### config.mk
export PLATFORM = sky130hd
export DESIGN_NAME = cic_interpolator_x16_noise_shaped
export DESIGN_NICKNAME = d
export VERILOG_FILES = /design/src/rtl/cic_pkg.sv /design/src/rtl/cic_quant.sv /design/src/rtl/cic_comb.sv /design/src/rtl/cic_integ.sv /design/src/rtl/cic_interpolator_x16_noise_shaped.sv
export SDC_FILE = /design/constraint.sdc
export NUM_CORES = 1
export LEC_CHECK = 0
export BUFFER_PORTS_ARGS = -buffer_cell sky130_fd_sc_hd__buf_2
export CORE_MARGIN = 2
export CORE_UTILIZATION = 40
export CTS_CLUSTER_DIAMETER = 40
export CTS_CLUSTER_SIZE = 16
export DETAILED_ROUTE_END_ITERATION = 10
export HOLD_SLACK_MARGIN = 0.03
export MAX_ROUTING_LAYER = met4
export PLACE_DENSITY = 0.52
export SYNTH_ARGS = -nofsm -noshare
export SYNTH_HDL_FRONTEND = slang
export SYNTH_SLANG_ARGS = --single-unit
### constraint.sdc
create_clock -name clk_i -period 10.2 [get_ports clk_i]
set_input_delay 3.06 -clock clk_i [delete_from_list [all_inputs] [get_ports clk_i]]
set_output_delay 3.06 -clock clk_i [all_outputs]
set_load 0.01 [all_outputs]
### src/rtl/cic_pkg.sv
// Shared constants and types for the x16 CIC interpolator.
package cic_pkg;

  localparam int unsigned OrderDefault = 4;
  localparam int unsigned UpFactor     = 16;
  localparam int unsigned CntW         = $clog2(UpFactor);

  localparam int unsigned InW    = 24;  // Q1.23 input sample
  localparam int unsigned QuantW = 17;  // requantized value, can reach +-32768
  localparam int unsigned ErrW   = 9;   // error feedback, -255..255
  localparam int unsigned FracW  = 8;   // bits dropped by the requantizer
  localparam int unsigned AccW   = 32;  // comb and integrator word

  typedef logic signed [InW-1:0]    sample_in_t;
  typedef logic signed [QuantW-1:0] quant_t;
  typedef logic signed [ErrW-1:0]   err_t;
  typedef logic        [AccW-1:0]   acc_t;

endpackage

### src/rtl/cic_quant.sv
// Input register with first-order error-feedback requantizer to 16 bits.
module cic_quant (
  input  logic                clk_i,
  input  logic                rst_ni,
  input  logic                in_valid_i,
  output logic                in_ready_o,
  input  cic_pkg::sample_in_t in_sample_i,
  output logic                out_valid_o,
  input  logic                out_ready_i,
  output cic_pkg::quant_t     out_quant_o
);
  import cic_pkg::*;

  localparam int unsigned SumW = InW + 1;

  logic                   valid_q;
  quant_t                 quant_q, quant_d;
  err_t                   err_q, err_d;
  logic signed [SumW-1:0] sum;
  logic                   round_up;
  logic                   accept;

  assign in_ready_o = !valid_q || out_ready_i;
  assign accept     = in_valid_i && in_ready_o;

  always_comb begin
    sum = SumW'(in_sample_i) + SumW'(err_q);
    // truncation toward zero: a negative sum with dropped bits rounds up
    round_up = sum[SumW-1] && (|sum[FracW-1:0]);
    quant_d  = quant_t'(sum[SumW-1:FracW]) + quant_t'(round_up);
    err_d    = {round_up, sum[FracW-1:0]};
  end

  always_ff @(posedge clk_i or negedge rst_ni) begin
    if (!rst_ni) begin
      valid_q <= 1'b0;
      err_q   <= '0;
    end else begin
      if (accept) begin
        valid_q <= 1'b1;
        err_q   <= err_d;
      end else if (out_ready_i) begin
        valid_q <= 1'b0;
      end
    end
  end

  always_ff @(posedge clk_i) begin
    if (accept) begin
      quant_q <= quant_d;
    end
  end

  assign out_valid_o = valid_q;
  assign out_quant_o = quant_q;

endmodule

### src/rtl/cic_comb.sv
// Comb section at the input rate; delays advance when a word moves on.
module cic_comb #(
  parameter int unsigned ORDER = cic_pkg::OrderDefault
) (
  input  logic            clk_i,
  input  logic            rst_ni,
  input  logic            in_valid_i,
  output logic            in_ready_o,
  input  cic_pkg::quant_t in_quant_i,
  output logic            out_valid_o,
  input  logic            out_ready_i,
  output cic_pkg::acc_t   out_comb_o
);
  import cic_pkg::*;

  acc_t delay_q [ORDER];
  acc_t stage   [ORDER+1];
  logic take;

  assign out_valid_o = in_valid_i;
  assign in_ready_o  = out_ready_i;
  assign take        = in_valid_i && out_ready_i;

  always_comb begin
    stage[0] = AccW'(in_quant_i);
    for (int i = 0; i < ORDER; i++) begin
      stage[i+1] = stage[i] - delay_q[i];
    end
  end

  always_ff @(posedge clk_i or negedge rst_ni) begin
    if (!rst_ni) begin
      for (int i = 0; i < ORDER; i++) begin
        delay_q[i] <= '0;
      end
    end else if (take) begin
      for (int i = 0; i < ORDER; i++) begin
        delay_q[i] <= stage[i];
      end
    end
  end

  assign out_comb_o = stage[ORDER];

endmodule

### src/rtl/cic_integ.sv
// Zero-stuffing integrator section and output register, one word per step.
module cic_integ #(
  parameter int unsigned ORDER = cic_pkg::OrderDefault
) (
  input  logic          clk_i,
  input  logic          rst_ni,
  input  logic          in_valid_i,
  output logic          in_ready_o,
  input  cic_pkg::acc_t in_comb_i,
  output logic          out_valid_o,
  input  logic          out_ready_i,
  output cic_pkg::acc_t out_sample_o,
  output logic          out_last_o
);
  import cic_pkg::*;

  localparam int unsigned OutShift = 20 - 4 * ORDER;

  logic            active_q;
  logic [CntW-1:0] cnt_q;
  acc_t            comb_q;
  acc_t            sum_q [ORDER];
  acc_t            chain [ORDER+1];
  logic            valid_q;
  acc_t            sample_q;
  logic            last_q;
  logic            step;
  logic            last_step;
  logic            load;

  assign step       = active_q && (!valid_q || out_ready_i);
  assign last_step  = step && (cnt_q == CntW'(UpFactor - 1));
  assign in_ready_o = !active_q || last_step;
  assign load       = in_valid_i && in_ready_o;

  always_comb begin
    // only the first of the sixteen updates sees the comb output
    chain[0] = (cnt_q == '0) ? comb_q : '0;
    for (int i = 0; i < ORDER; i++) begin
      chain[i+1] = chain[i] + sum_q[i];
    end
  end

  always_ff @(posedge clk_i or negedge rst_ni) begin
    if (!rst_ni) begin
      active_q <= 1'b0;
      cnt_q    <= '0;
      valid_q  <= 1'b0;
      for (int i = 0; i < ORDER; i++) begin
        sum_q[i] <= '0;
      end
    end else begin
      if (load) begin
        active_q <= 1'b1;
        cnt_q    <= '0;
      end else if (last_step) begin
        active_q <= 1'b0;
      end else if (step) begin
        cnt_q <= cnt_q + 1'b1;
      end
      if (step) begin
        valid_q <= 1'b1;
        for (int i = 0; i < ORDER; i++) begin
          sum_q[i] <= chain[i+1];
        end
      end else if (out_ready_i) begin
        valid_q <= 1'b0;
      end
    end
  end

  always_ff @(posedge clk_i) begin
    if (load) begin
      comb_q <= in_comb_i;
    end
    if (step) begin
      sample_q <= chain[ORDER] << OutShift;
      last_q   <= (cnt_q == CntW'(UpFactor - 1));
    end
  end

  assign out_valid_o  = valid_q;
  assign out_sample_o = sample_q;
  assign out_last_o   = last_q;

endmodule

### src/rtl/cic_interpolator_x16_noise_shaped.sv
// x16 CIC interpolator with noise-shaped 16-bit requantizer.
//
// Slave stream: one signed Q1.23 sample per word on s_axis_tdata.
// Master stream: sixteen signed Q1.31 words per input sample on
// m_axis_tdata; m_axis_tlast marks the sixteenth word of each run.
// The input sample is requantized to 16 bits with error feedback and
// registered, then combed (ORDER stages) as it enters the integrator
// section, which emits one word per cycle into the output register.
// An input word reaches the output through the requantizer register,
// the integrator's comb register and the output register. Each run is
// sent at one word per cycle while m_axis_tready is high; the next input
// waits in the requantizer register while the current run is emitted.
// Reset clears the error feedback, comb delays and integrator sums.
// When m_axis_tready is low the integrators stop, the output word holds,
// and once the requantizer register is full s_axis_tready goes low.
module cic_interpolator_x16_noise_shaped #(
  parameter int unsigned ORDER = cic_pkg::OrderDefault
) (
  input  logic        clk_i,
  input  logic        rst_ni,
  input  logic        s_axis_tvalid,
  output logic        s_axis_tready,
  input  logic [23:0] s_axis_tdata,   // [23:0] sample_in
  output logic        m_axis_tvalid,
  input  logic        m_axis_tready,
  output logic [31:0] m_axis_tdata,   // [31:0] sample_out
  output logic        m_axis_tlast    // last_of_run
);
  import cic_pkg::*;

  logic   q_valid, q_ready;
  quant_t q_value;
  logic   c_valid, c_ready;
  acc_t   c_value;

  cic_quant u_quant (
    .clk_i       (clk_i),
    .rst_ni      (rst_ni),
    .in_valid_i  (s_axis_tvalid),
    .in_ready_o  (s_axis_tready),
    .in_sample_i (sample_in_t'(s_axis_tdata)),
    .out_valid_o (q_valid),
    .out_ready_i (q_ready),
    .out_quant_o (q_value)
  );

  cic_comb #(
    .ORDER (ORDER)
  ) u_comb (
    .clk_i       (clk_i),
    .rst_ni      (rst_ni),
    .in_valid_i  (q_valid),
    .in_ready_o  (q_ready),
    .in_quant_i  (q_value),
    .out_valid_o (c_valid),
    .out_ready_i (c_ready),
    .out_comb_o  (c_value)
  );

  cic_integ #(
    .ORDER (ORDER)
  ) u_integ (
    .clk_i        (clk_i),
    .rst_ni       (rst_ni),
    .in_valid_i   (c_valid),
    .in_ready_o   (c_ready),
    .in_comb_i    (c_value),
    .out_valid_o  (m_axis_tvalid),
    .out_ready_i  (m_axis_tready),
    .out_sample_o (m_axis_tdata),
    .out_last_o   (m_axis_tlast)
  );

endmodule
* After elaboration in Yosys (flattened, before gate mapping) *
Cells that the tools add are included.

storage, ports and cells
  RAM bits = 0
  bits in latches = 0
  output and inout port bits = 35
  input bits = 28
  memories kept = 0
  word-level logic and storage cells = 58
  ROM bits = 0
  register bits after elaboration = 335

operators by class
  divide/modulo/power cells = 0
  multipliers = 0
  add/sub/neg operators = 11
  shifts and indexed selects = 0
  bitwise logic cells = 0
  mux-type cells = 10
  $lt $le $gt $ge = 0
  reduce and logical (&&, ||, !) cells = 18
  equality and inequality tests = 2

operators with widths
  kind                                                            number
  32-bit adder                                                    4
  32-bit subtractor                                               3
  32-bit two-way mux                                              1
  24-bit by 9-bit adder with 25-bit output                        1
  17-bit by 17-bit subtractor with 18-bit output                  1
  17-bit by 2-bit adder with 17-bit output                        1
  4-bit two-way mux                                               3
  2-bit nonzero test                                              4
  8-bit OR reduction                                              1
  1-bit two-way mux                                               6
  1-bit logical AND                                               5
  4-bit by 1-bit adder with 4-bit output (second input constant)  1
  4-bit == test (second input constant)                           1
  4-bit logical NOT                                               1
  1-bit logical NOT                                               3
  1-bit logical OR                                                3
  2-bit inequality test (second input constant)                   1
  2-bit AND reduction                                             1

* Depth between registers and ports, before layout *
Gate-level depths: netlist of the first run.

  depth in word-level cells = 8
  gate-level depth with buffers = 41
  gate-level depth less buffers = 40

* Hierarchy *
Synthesis of the first run repeated with hierarchy kept, for this count alone.

second synthesis, totals
  cell total of the unflattened synthesis = 2644
  area, all modules = 23403.7 µm²

by module, submodules not included
  module     area an instance (µm²)  sequential area each (µm²)  cells each  instances
  cic_integ  11622.4                 4664.5                      1233        1
  cic_comb   9086.2                  2477.4                      1113        1
  cic_quant  2695.1                  760.7                       298         1

* Least setup slack after synthesis of the first run *
Ideal clock, no wire load.

  kind = register to register
  start point = reg u_integ.cnt_q[0]
  end point = reg u_integ.sample_q[31], in the netlist u_integ.out_sample_o[31] (data pin)
  period minus slack after synthesis = 7.779 ns
  path slack = 2.421 ns
  cell stages (with the launch flop) = 36
  arrival time = 7.521 ns
  path buffers = 1
  data required time = 9.942 ns
  library setup time = 0.258 ns
  cell sequence = dfrtp_1 -> inv_1 -> ha_1 -> nor3b_1 -> clkbuf_1 -> and2_1 -> ha_1 -> a2111oi_2 -> o21ai_1 -> and3_4 -> or2b_1 -> o21ai_0 -> o21a_1 -> nor2_1 -> xnor2_1 -> ha_1 -> and2_1 -> nand4_1 -> a2bb2oi_1 -> o21ai_1 -> a221oi_1 -> xnor2_1 -> ha_1 -> and3_1 -> nand3_1 -> o31a_1 -> a31oi_1 -> xor2_1 -> ha_1 -> a21oi_1 -> o21ai_0 -> a211o_1 -> a21oi_1 -> xnor2_1 -> xor2_1 -> xnor2_1

RTL lines
  item                    line             RTL
  from (decl)             cic_integ.sv:20  logic [CntW-1:0] cnt_q;
  from (signal assigned)  cic_integ.sv:59  cnt_q <= cnt_q + 1'b1;
  to (signal assigned)    cic_integ.sv:77  sample_q <= chain[ORDER] << OutShift;
  to (decl)               cic_integ.sv:25  acc_t sample_q;

==> results of run 1 <==
==> tightest hold or removal path, cell delays in order, from the launching register on <==
cell,delay (ns)
dfrtp_1,0.33
nand2_1,0.05
o31ai_1,0.05
==> per-stage QoR <==
stage	setup slack, ns	instances	hold slack [ns]	cell area, sq um
6_report	1.41	3249	0.471	24700
5_1_grt	0.591	3249	0.500	24700
4_1_cts	1.34	3249	0.477	24700
3_5_place_dp	1.37	3132	0.466	22400
3_3_place_gp	1.58	3132	0.462	22400
2_1_floorplan	2.42	2439	0.449	21400
==> cell type report <==
| cell class | instances | area, sq um |
|---|---|---|
| fillers | 5025 | 28100 |
| repair buffers | 65 | 365 |
| well taps | 688 | 861 |
| clock buffers | 80 | 1770 |
| clock inverters | 37 | 477 |
| multi-input cells | 1929 | 12900 |
| flip-flops and latches | 293 | 7700 |
| inverters | 157 | 594 |
==> Yosys cell counts (10+ instances only) <==
cell type	count	area share
clkbuf_1	48	0.0084
and2_1	36	0.011
edfxtp_1	74	0.10
a21o_1	81	0.028
nand2b_1	31	0.0091
xnor2_1	143	0.059
nor3_1	37	0.0087
o21a_1	31	0.011
nand3_1	45	0.011
nand2_1	427	0.075
o31ai_1	15	0.0053
nand4_1	16	0.0047
inv_1	155	0.027
o21bai_1	22	0.0077
a31oi_1	18	0.0053
nor2_1	155	0.027
xor2_1	55	0.023
o211ai_1	16	0.0056
o21ai_1	25	0.0058
and3_1	15	0.0044
o21ai_0	155	0.036
a21oi_1	148	0.035
mux2_2	30	0.016
a211oi_1	15	0.0053
ha_1	232	0.14
dfrtp_1	219	0.26
a21boi_0	10	0.0035
nor2b_1	31	0.0091
==> cell families after synthesis <==
group | after synthesis | share of synthesized area
other | 1 | 0.000175
multiplexers | 32 | 0.0167
XOR/XNOR | 200 | 0.0832
AO/OA/AOI/OAI | 614 | 0.182
AND/OR/NAND/NOR | 838 | 0.175
flip-flops | 293 | 0.360
adder cells (fa/ha/maj) | 241 | 0.144
buffers and inverters | 217 | 0.0389
==> sequential cells by signal (all words and copies together) (netlist names) <==
signal,cells
u_quant.err_q,9
u_integ.out_sample_o,28
u_comb.delay_q,91
u_integ.cnt_q,4
u_integ.sum_q,112
u_integ.active_q,1
u_integ.out_last_o,1
u_integ.comb_q,28
u_integ.out_valid_o,1
u_quant.out_valid_o,1
u_quant.out_quant_o,17
==> path summary, 6_finish.rpt <==
kind | from | slack, ns | cells after the start | end
setup / recovery | u_integ.cnt_q[0] | 1.41 | 36 | u_integ.out_sample_o[31]
min in group asynchronous | rst_ni | 2.46 | 1 | u_integ.sum_q[3]
setup reg to reg | u_integ.cnt_q[0] | 1.41 | 36 | u_integ.out_sample_o[31]
hold reg to reg | u_comb.delay_q[48] | 0.47 | 2 | u_comb.delay_q[48]
max in group asynchronous | rst_ni | 6.40 | 2 | u_comb.delay_q[27]
hold / removal | u_comb.delay_q[48] | 0.47 | 2 | u_comb.delay_q[48]
==> metal layers <==
layer  part of all wire  track usage  wire length (um)
met1               0.45        0.203             21200
met2               0.49        0.312             23200
met3              0.028       0.0326              1330
met4              0.038       0.0778              1790
met5                  0            -                 0
==> placed cells by master, fill, tap and decap left out, types with 9 or more instances in the layout <==
cell type  instances
xnor2_1          143
xor2_1            55
o21ai_0          155
clkbuf_1          10
buf_2             57
and2_1            36
nand3_1           45
a21boi_1           9
a21oi_1          148
a31oi_1           18
a211oi_1          15
a21boi_0          10
or3_1              9
and3_1            15
dfrtp_1          219
nand2b_1          31
o21a_1            31
mux2_2            30
nand2_1          426
o211ai_1          16
edfxtp_1          74
inv_1            155
nor2_1           155
o31ai_1           15
a211o_1            9
nand4_1           16
ha_1             232
a21o_1            81
clkbuf_16         68
fa_1               9
nor2b_1           31
nor3_1            37
o21ai_1           25
o21bai_1          22
==> results.yml, run 1 <==
die:
  coreArea_sq_um: 52800
  initial_utilization: 0.406
  number_of_i_o_pins: 63
  placementRows: 84
  chipHeight_um: 235
  die_x_um: 235
  die_area_sq_um: 55400
logic_synthesis:
  synthesis.yosys.warnings: 0
  syn_inst: 2436
  yosysSeqAreaShare: 0.360
  synthesis.area_sq_um: 21400
  synth_edf_count: 74
  ff_latch_count_synth: 293
  synth_cell_types: 82
  synth_async_sr_flop_share: 0.747
  postSynthAreaPerCell_sq_um: 8.79
  dominantRegCellSynth: "dfrtp_1"
sta:
  finalSetupViolations: 0
  finalHoldViolations: 0
  tns_ns: 0
  fin_crit_ns: 8.79
  worstMarginPinSlew_ns: 0.949
  final-max-slew-violation-count: 0
  clock.fmax_ghz: 0.114
  clock_skew_ns: 0.0254
  period_share: 0.862
  rsz0062_at_grt: "no"
  max_slew_margin: 0.367
layout:
  num-nets-final: 2781
  final_layout_size_suffix_gt1_frac: 0.0886
  layout_utilization: 0.467
  antenna-diode-count: 0
  syn_to_final_growth_pct: 15.2
worst_setup_path:
  critPathCaptureType: "flop"
  worst_path_largest_cell_delay_ns: 0.59
  worst-setup-path-type: "flop to flop"
  critical-path-slowest-cell: "a221oi_1"
  worst-path-buf-inv: 2
  critPathArrivalTime_ns: 9.12
  critPathLaunchType: "flop"
  cp_data_required_time_ns: 10.52
  cp_top_delay_family: "compound AO/OA/AOI/OAI gates"
  critPathMaxFanout: 28
global_routing:
  grtUsageTotal: 0.180
  grt_remaining_overflow: 0
  grt_pass1_wl_um: 81200
  grt_antenna_before_repair: 0
  first_global_vias: 17400
  maximum_number_of_pins_on_one_net_before_global_route_repair: 145
job:
  maxCapViolations: 0
placement:
  hpwlAfterDp_um: 34200
  io_buffers: 58
  gpl.final_weighted_congestion: 0.836
cts:
  cts_inserted_buffers: 66
  htree_num_levels: 3
  clock_tree_from_tritoncts: "yes"
  cts_post_setup_buffers_inserted: 0
  cts.path.max_buffers: 3
  insertion_delay_ns: 0.59
  post_cts_resized: 0
  cts_root_buffer: "clkbuf_16"
  clk_transition_reported_paths_ns: 0.05
  cts-hold-fix-buffers: 0
  cts_sinks: 293
routing:
  detailed_route_wl_um: 47500
  vias_per_cell: 5.21
  drt_pre_antenna_iters: 5
  drt_drc_violations_left: 0
  wl_per_cell_um: 14.6
  route.antenna.remaining_nets: 0
  dr.first_iter.drc_count: 653
  via_count: 16900
outcome:
  result_of_the_run: "finished, final reports clean"
worst_hold_path:
  timing.hold.worst.class: "flop to flop"
Power of run 1 is left out: the tool's default activity adds up to more than one toggle a clock period on the data nets, which glitch-free logic cannot reach.
==> run 2, diff against run 1 <==
--- a/config.mk
+++ b/config.mk
@@ -6,6 +6,8 @@
 export NUM_CORES = 1
 export LEC_CHECK = 0
 export BUFFER_PORTS_ARGS = -buffer_cell sky130_fd_sc_hd__buf_2
+export CELL_PAD_IN_SITES_DETAIL_PLACEMENT = 0
+export CELL_PAD_IN_SITES_GLOBAL_PLACEMENT = 1
 export CORE_MARGIN = 2
 export CORE_UTILIZATION = 40
 export CTS_CLUSTER_DIAMETER = 40
@@ -13,7 +15,7 @@
 export DETAILED_ROUTE_END_ITERATION = 10
 export HOLD_SLACK_MARGIN = 0.03
 export MAX_ROUTING_LAYER = met4
-export PLACE_DENSITY = 0.52
+export PLACE_DENSITY = 0.68
 export SYNTH_ARGS = -nofsm -noshare
 export SYNTH_HDL_FRONTEND = slang
 export SYNTH_SLANG_ARGS = --single-unit
==> constraint.sdc (replaced) <==
create_clock -name clk_i -period 7.1 [get_ports clk_i]
set_input_delay 2.13 -clock clk_i [delete_from_list [all_inputs] [get_ports clk_i]]
set_output_delay 2.13 -clock clk_i [all_outputs]
set_load 0.01 [all_outputs]
==> run 2 against run 1 <==
  * The flow now finishes with violations (negative setup slack)
  * Routed wire length is 7.5% higher
  * Critical endpoint unchanged
  * Core utilization is 7.8 points higher
  * Via count is 8.0% higher
  * Global-route usage is 1.0 points higher
  * Cell count is 11% higher
==> results.yml, run 2 (synthesized netlist as in run 1, its figures left out) <==
cts:
  cts-hold-fix-buffers: 0
  clock_tree_from_tritoncts: "yes"
  insertion_delay_ns: 0.60
  clk_transition_reported_paths_ns: 0.05
  cts.path.max_buffers: 3
  cts_root_buffer: "clkbuf_16"
  cts_sinks: 293
  htree_num_levels: 3
  cts_inserted_buffers: 71
routing:
  via_count: 18300
  dr.first_iter.drc_count: 659
  wl_per_cell_um: 14.1
  drt_drc_violations_left: 0
  route.antenna.remaining_nets: 0
  vias_per_cell: 5.07
  drt_pre_antenna_iters: 4
  detailed_route_wl_um: 51100
worst_setup_path:
  worst_path_largest_cell_delay_ns: 0.38
  cp_data_required_time_ns: 7.42
  critPathCaptureType: "flop"
  r2r_slack_ns: -0.24
  cp_top_delay_family: "compound AO/OA/AOI/OAI gates"
  crit_top_cell: "a21oi_2"
  worst-setup-path-type: "flop to flop"
  critPathLaunchType: "flop"
  worst-path-buf-inv: 4
  critPathArrivalTime_ns: 7.66
  critical-path-slowest-cell: "dfrtp_1"
  critPathMaxFanout: 5
die:
  coreArea_sq_um: 52800
  chipHeight_um: 235
  number_of_i_o_pins: 63
  initial_utilization: 0.406
  die_x_um: 235
  die_area_sq_um: 55400
  placementRows: 84
layout:
  final.fill_count: 4733
  largest_register_ffs: 112
  syn_to_final_growth_pct: 34.5
  fin_cells: 3610
  final_layout_size_suffix_gt1_frac: 0.270
  largest_registers_in_the_final_layout: "u_integ.sum_q (112), u_comb.delay_q (91)"
  layout_utilization: 0.546
  mostFrequentLayoutCell: "nand2_1"
  antenna-diode-count: 0
  final_cell_mix: "nand2_1, buf_4, dfrtp_1"
  largest-register: "u_integ.sum_q"
  num-nets-final: 3132
job:
  maxCapViolations: 0
worst_hold_path:
  timing.hold.worst.class: "flop to flop"
global_routing:
  first_global_vias: 18800
  grt_antenna_before_repair: 0
  grt_pass1_wl_um: 86000
  maximum_number_of_pins_on_one_net_before_global_route_repair: 112
  grtUsageTotal: 0.190
  grt_remaining_overflow: 0
placement:
  io_buffers: 58
  hpwlAfterDp_um: 35800
  placed_cells: 3416
  dpl_worst_slack_ns: -0.576
  gpl.final_weighted_congestion: 0.897
sta:
  worstMarginPinSlew_ns: 0.915
  clock.fmax_ghz: 0.136
  finalSetupViolations: 5
  layout_setup_ws_ns: -0.236
  clock_skew_ns: 0.0223
  max_slew_margin: 0.390
  final-max-slew-violation-count: 0
  period_share: 1.03
  fin_crit_ns: 7.34
  finalHoldViolations: 0
  rsz0062_at_grt: "yes"
  hold_slack_ns: 0.475
outcome:
  violations: "negative setup slack"
  result_of_the_run: "complete, but fails checks"
[run 2: changes by cell type in the layout (fill, tap and decap cells not counted), moves of 12 or more]
| cell | before | now |
|---|---|---|
| a21oi_1 | 148 | 100 |
| a21oi_2 | 0 | 44 |
| buf_4 | 6 | 343 |
| ha_1 | 232 | 215 |
| ha_4 | 0 | 15 |
| nor2_1 | 155 | 142 |
| nor2_2 | 0 | 12 |
| o21ai_0 | 155 | 127 |
| o21ai_2 | 0 | 22 |
| xnor2_1 | 143 | 117 |
| xnor2_2 | 0 | 25 |
[run 2: worst paths after layout]
check	from	end	cells after the start
worst max-delay path	u_integ.cnt_q[0]	u_integ.out_sample_o[31]	38
max in group asynchronous	rst_ni	u_comb.delay_q[72]	2
worst min-delay path	u_integ.sum_q[79]	u_integ.sum_q[79]	2
worst min register to register	u_integ.sum_q[79]	u_integ.sum_q[79]	2
min in group asynchronous	rst_ni	u_integ.sum_q[9]	1
worst max register to register	u_integ.cnt_q[0]	u_integ.out_sample_o[31]	38
[run 2: area by class of cell]
| type | count | area, sq um | share of cell area |
|---|---|---|---|
| Multi-Input combinational cell | 1929 | 14100 | 0.489 |
| Clock inverter | 54 | 674 | 0.0234 |
| Timing Repair Buffer | 411 | 3020 | 0.105 |
| Sequential cell | 293 | 7700 | 0.267 |
| Inverter | 157 | 594 | 0.0206 |
| Tap cell | 688 | 861 | 0.0299 |
| Clock buffer | 78 | 1850 | 0.0644 |
[run 2: metrics by stage]
step	setup TNS, ns	area [sq um]
2_1_floorplan	0	21500
5_1_grt	-7.51	28800
4_1_cts	-0.838	27800
3_5_place_dp	-5.63	24700
6_report	-0.688	28800
3_3_place_gp	-3.91	24700
[run 2: worst min-delay path: stages (launching register included)]
cell	delay, ns
dfrtp_1	0.34
nand2_1	0.05
nand2_1	0.05
[run 2: what timing repair did]
item                                    4_1_cts  5_1_grt
pin swaps                                    88      174
endpoints found under the setup margin       21       35
hold endpoints to repair                      0        0
resized for setup                            90      158
gates cloned                                  1        0
buffers inserted                             29       34
[run 2: per-layer routing]
| metal | share of wire | wire length [um] | vias to the layer above | GRT usage |
|---|---|---|---|---|
| met5 | 0 | 0 | - | - |
| li1 | - | - | 9390 | - |
| met4 | 0.033 | 1680 | 0 | 0.0693 |
| met3 | 0.027 | 1380 | 129 | 0.0347 |
| met1 | 0.43 | 22100 | 8557 | 0.213 |
| met2 | 0.51 | 26000 | 212 | 0.337 |
Power of run 2 is left out for the same reason.
==> run 3, diff against run 2 <==
--- a/config.mk
+++ b/config.mk
@@ -8,6 +8,7 @@
 export BUFFER_PORTS_ARGS = -buffer_cell sky130_fd_sc_hd__buf_2
 export CELL_PAD_IN_SITES_DETAIL_PLACEMENT = 0
 export CELL_PAD_IN_SITES_GLOBAL_PLACEMENT = 1
+export CORE_ASPECT_RATIO = 1.4
 export CORE_MARGIN = 2
 export CORE_UTILIZATION = 40
 export CTS_CLUSTER_DIAMETER = 40
==> run 3 against run 2 <==
  * The run still ends with negative setup slack left
  * Largest cell class unchanged
  * Die area barely moved
  * Final area rose by 0.13%
  * First-iteration DRC count fell by 7.9%
  * Highest routed layer unchanged
==> results.yml, run 3 (synthesized netlist as in run 1, its figures left out) <==
layout:
  largest_register_ffs: 112
  fin_cells: 3670
  antenna-diode-count: 0
  num-nets-final: 3183
  final_layout_size_suffix_gt1_frac: 0.286
  final_cell_mix: "nand2_1, buf_4, dfrtp_1"
  largest_registers_in_the_final_layout: "u_integ.sum_q (112), u_comb.delay_q (91)"
  layout.cell_area.non_filler_sq_um: 28800
  largest-register: "u_integ.sum_q"
  syn_to_final_growth_pct: 34.7
  mostFrequentLayoutCell: "nand2_1"
  final.fill_count: 4866
sta:
  clock.fmax_ghz: 0.133
  finalSetupViolations: 13
  period_share: 1.06
  finalHoldViolations: 0
  worstMarginPinSlew_ns: 1.04
  clock_skew_ns: 0.0188
  rsz0062_at_grt: "yes"
  fin_crit_ns: 7.52
  layout_setup_ws_ns: -0.424
  max_slew_margin: 0.309
  final-max-slew-violation-count: 0
placement:
  placed_cells: 3491
  gpl.final_weighted_congestion: 0.929
  detailed_place.area_sq_um: 25100
  io_buffers: 58
  dpl_worst_slack_ns: -0.931
  hpwlAfterDp_um: 37100
routing:
  detailed_route_wl_um: 52600
  drt_pre_antenna_iters: 4
  via_count: 18500
  wl_per_cell_um: 14.3
  drt_drc_violations_left: 0
  dr.first_iter.drc_count: 607
  vias_per_cell: 5.05
  route.antenna.remaining_nets: 0
worst_setup_path:
  critPathCaptureType: "flop"
  worst_path_largest_cell_delay_ns: 0.37
  critPathLaunchType: "flop"
  crit_top_cell: "a21o_1"
  cp_data_required_time_ns: 7.57
  critPathArrivalTime_ns: 7.99
  critical-path-slowest-cell: "dfrtp_1"
  r2r_cells: 38
  critPathMaxFanout: 6
  worst-setup-path-type: "flop to flop"
global_routing:
  grtUsageTotal: 0.196
  maximum_number_of_pins_on_one_net_before_global_route_repair: 113
  grt_antenna_before_repair: 0
  first_global_vias: 19200
  grt_remaining_overflow: 0
  grt_pass1_wl_um: 86700
die:
  initial_utilization: 0.404
  number_of_i_o_pins: 63
  die_area_sq_um: 55400
  chipHeight_um: 278
  coreArea_sq_um: 53100
  placementRows: 100
  die_x_um: 200
cts:
  cts_sinks: 293
  cts_inserted_buffers: 50
  cts-hold-fix-buffers: 0
  clock_tree_from_tritoncts: "yes"
  clk_transition_reported_paths_ns: 0.06
  cts_root_buffer: "clkbuf_16"
  htree_num_levels: 2
  insertion_delay_ns: 0.59
  cts.path.max_buffers: 3
worst_hold_path:
  min_delay_path_depth: 2
  timing.hold.worst.class: "flop to flop"
job:
  maxCapViolations: 0
outcome:
  violations: "negative setup slack"
  result_of_the_run: "complete, but fails checks"
-- run 3: area by class of cell --
type                            count  area (sq um)  share of cell area
Inverter                          157           597              0.0207
Clock inverter                     39           468              0.0162
Sequential cell                   293          7700               0.267
Timing Repair Buffer              483          3650               0.126
Tap cell                          714           893              0.0310
Multi-Input combinational cell   1929         14300               0.494
Clock buffer                       55          1280              0.0444
-- run 3: critical path, delay by kind of cell (launching register included) --
family,cells,cell delay [ns]
fa+ha+maj,5,1.31
flops,1,0.37
mux,1,0.26
buf+inv,5,0.70
simple gates,8,1.33
compound gates,15,2.84
xor+xnor,4,0.56
-- run 3: per-layer routing --
metal | vias up | GRT usage | wire, um
li1 | 9479 | - | -
met1 | 8659 | 0.188 | 19800
met2 | 235 | 0.379 | 29200
met3 | 145 | 0.0265 | 1230
met4 | 0 | 0.0896 | 2270
met5 | - | - | 0
-- run 3: per-stage QoR --
step,hold slack [ns],TNS (ns),util
floorplan,0.449,0,-
global placement,0.463,-7.80,0.473
detailed placement,0.469,-10.61,0.473
CTS,0.482,-3.07,0.521
global route,0.499,-11.66,0.544
finish,0.477,-2.95,0.544
-- run 3: final timing paths --
check	start	endpoint	slack, ns
setup / recovery	u_integ.cnt_q[1]	u_integ.sum_q[26]	-0.42
hold / removal	u_integ.sum_q[64]	u_integ.sum_q[64]	0.48
setup reg to reg	u_integ.cnt_q[1]	u_integ.sum_q[26]	-0.42
hold reg to reg	u_integ.sum_q[64]	u_integ.sum_q[64]	0.48
max in group asynchronous	rst_ni	u_comb.delay_q[112]	4.29
min in group asynchronous	rst_ni	u_integ.sum_q[1]	1.64
-- run 3: what timing repair did --
| item | in CTS | in global routing |
|---|---|---|
| buffers inserted | 38 | 47 |
| pin swaps | 82 | 152 |
| hold endpoints to repair | 0 | 0 |
| endpoints found under the setup margin | 23 | 40 |
| gates resized for setup | 108 | 192 |
| gates cloned | 2 | 0 |
Power of run 3 is left out for the same reason.
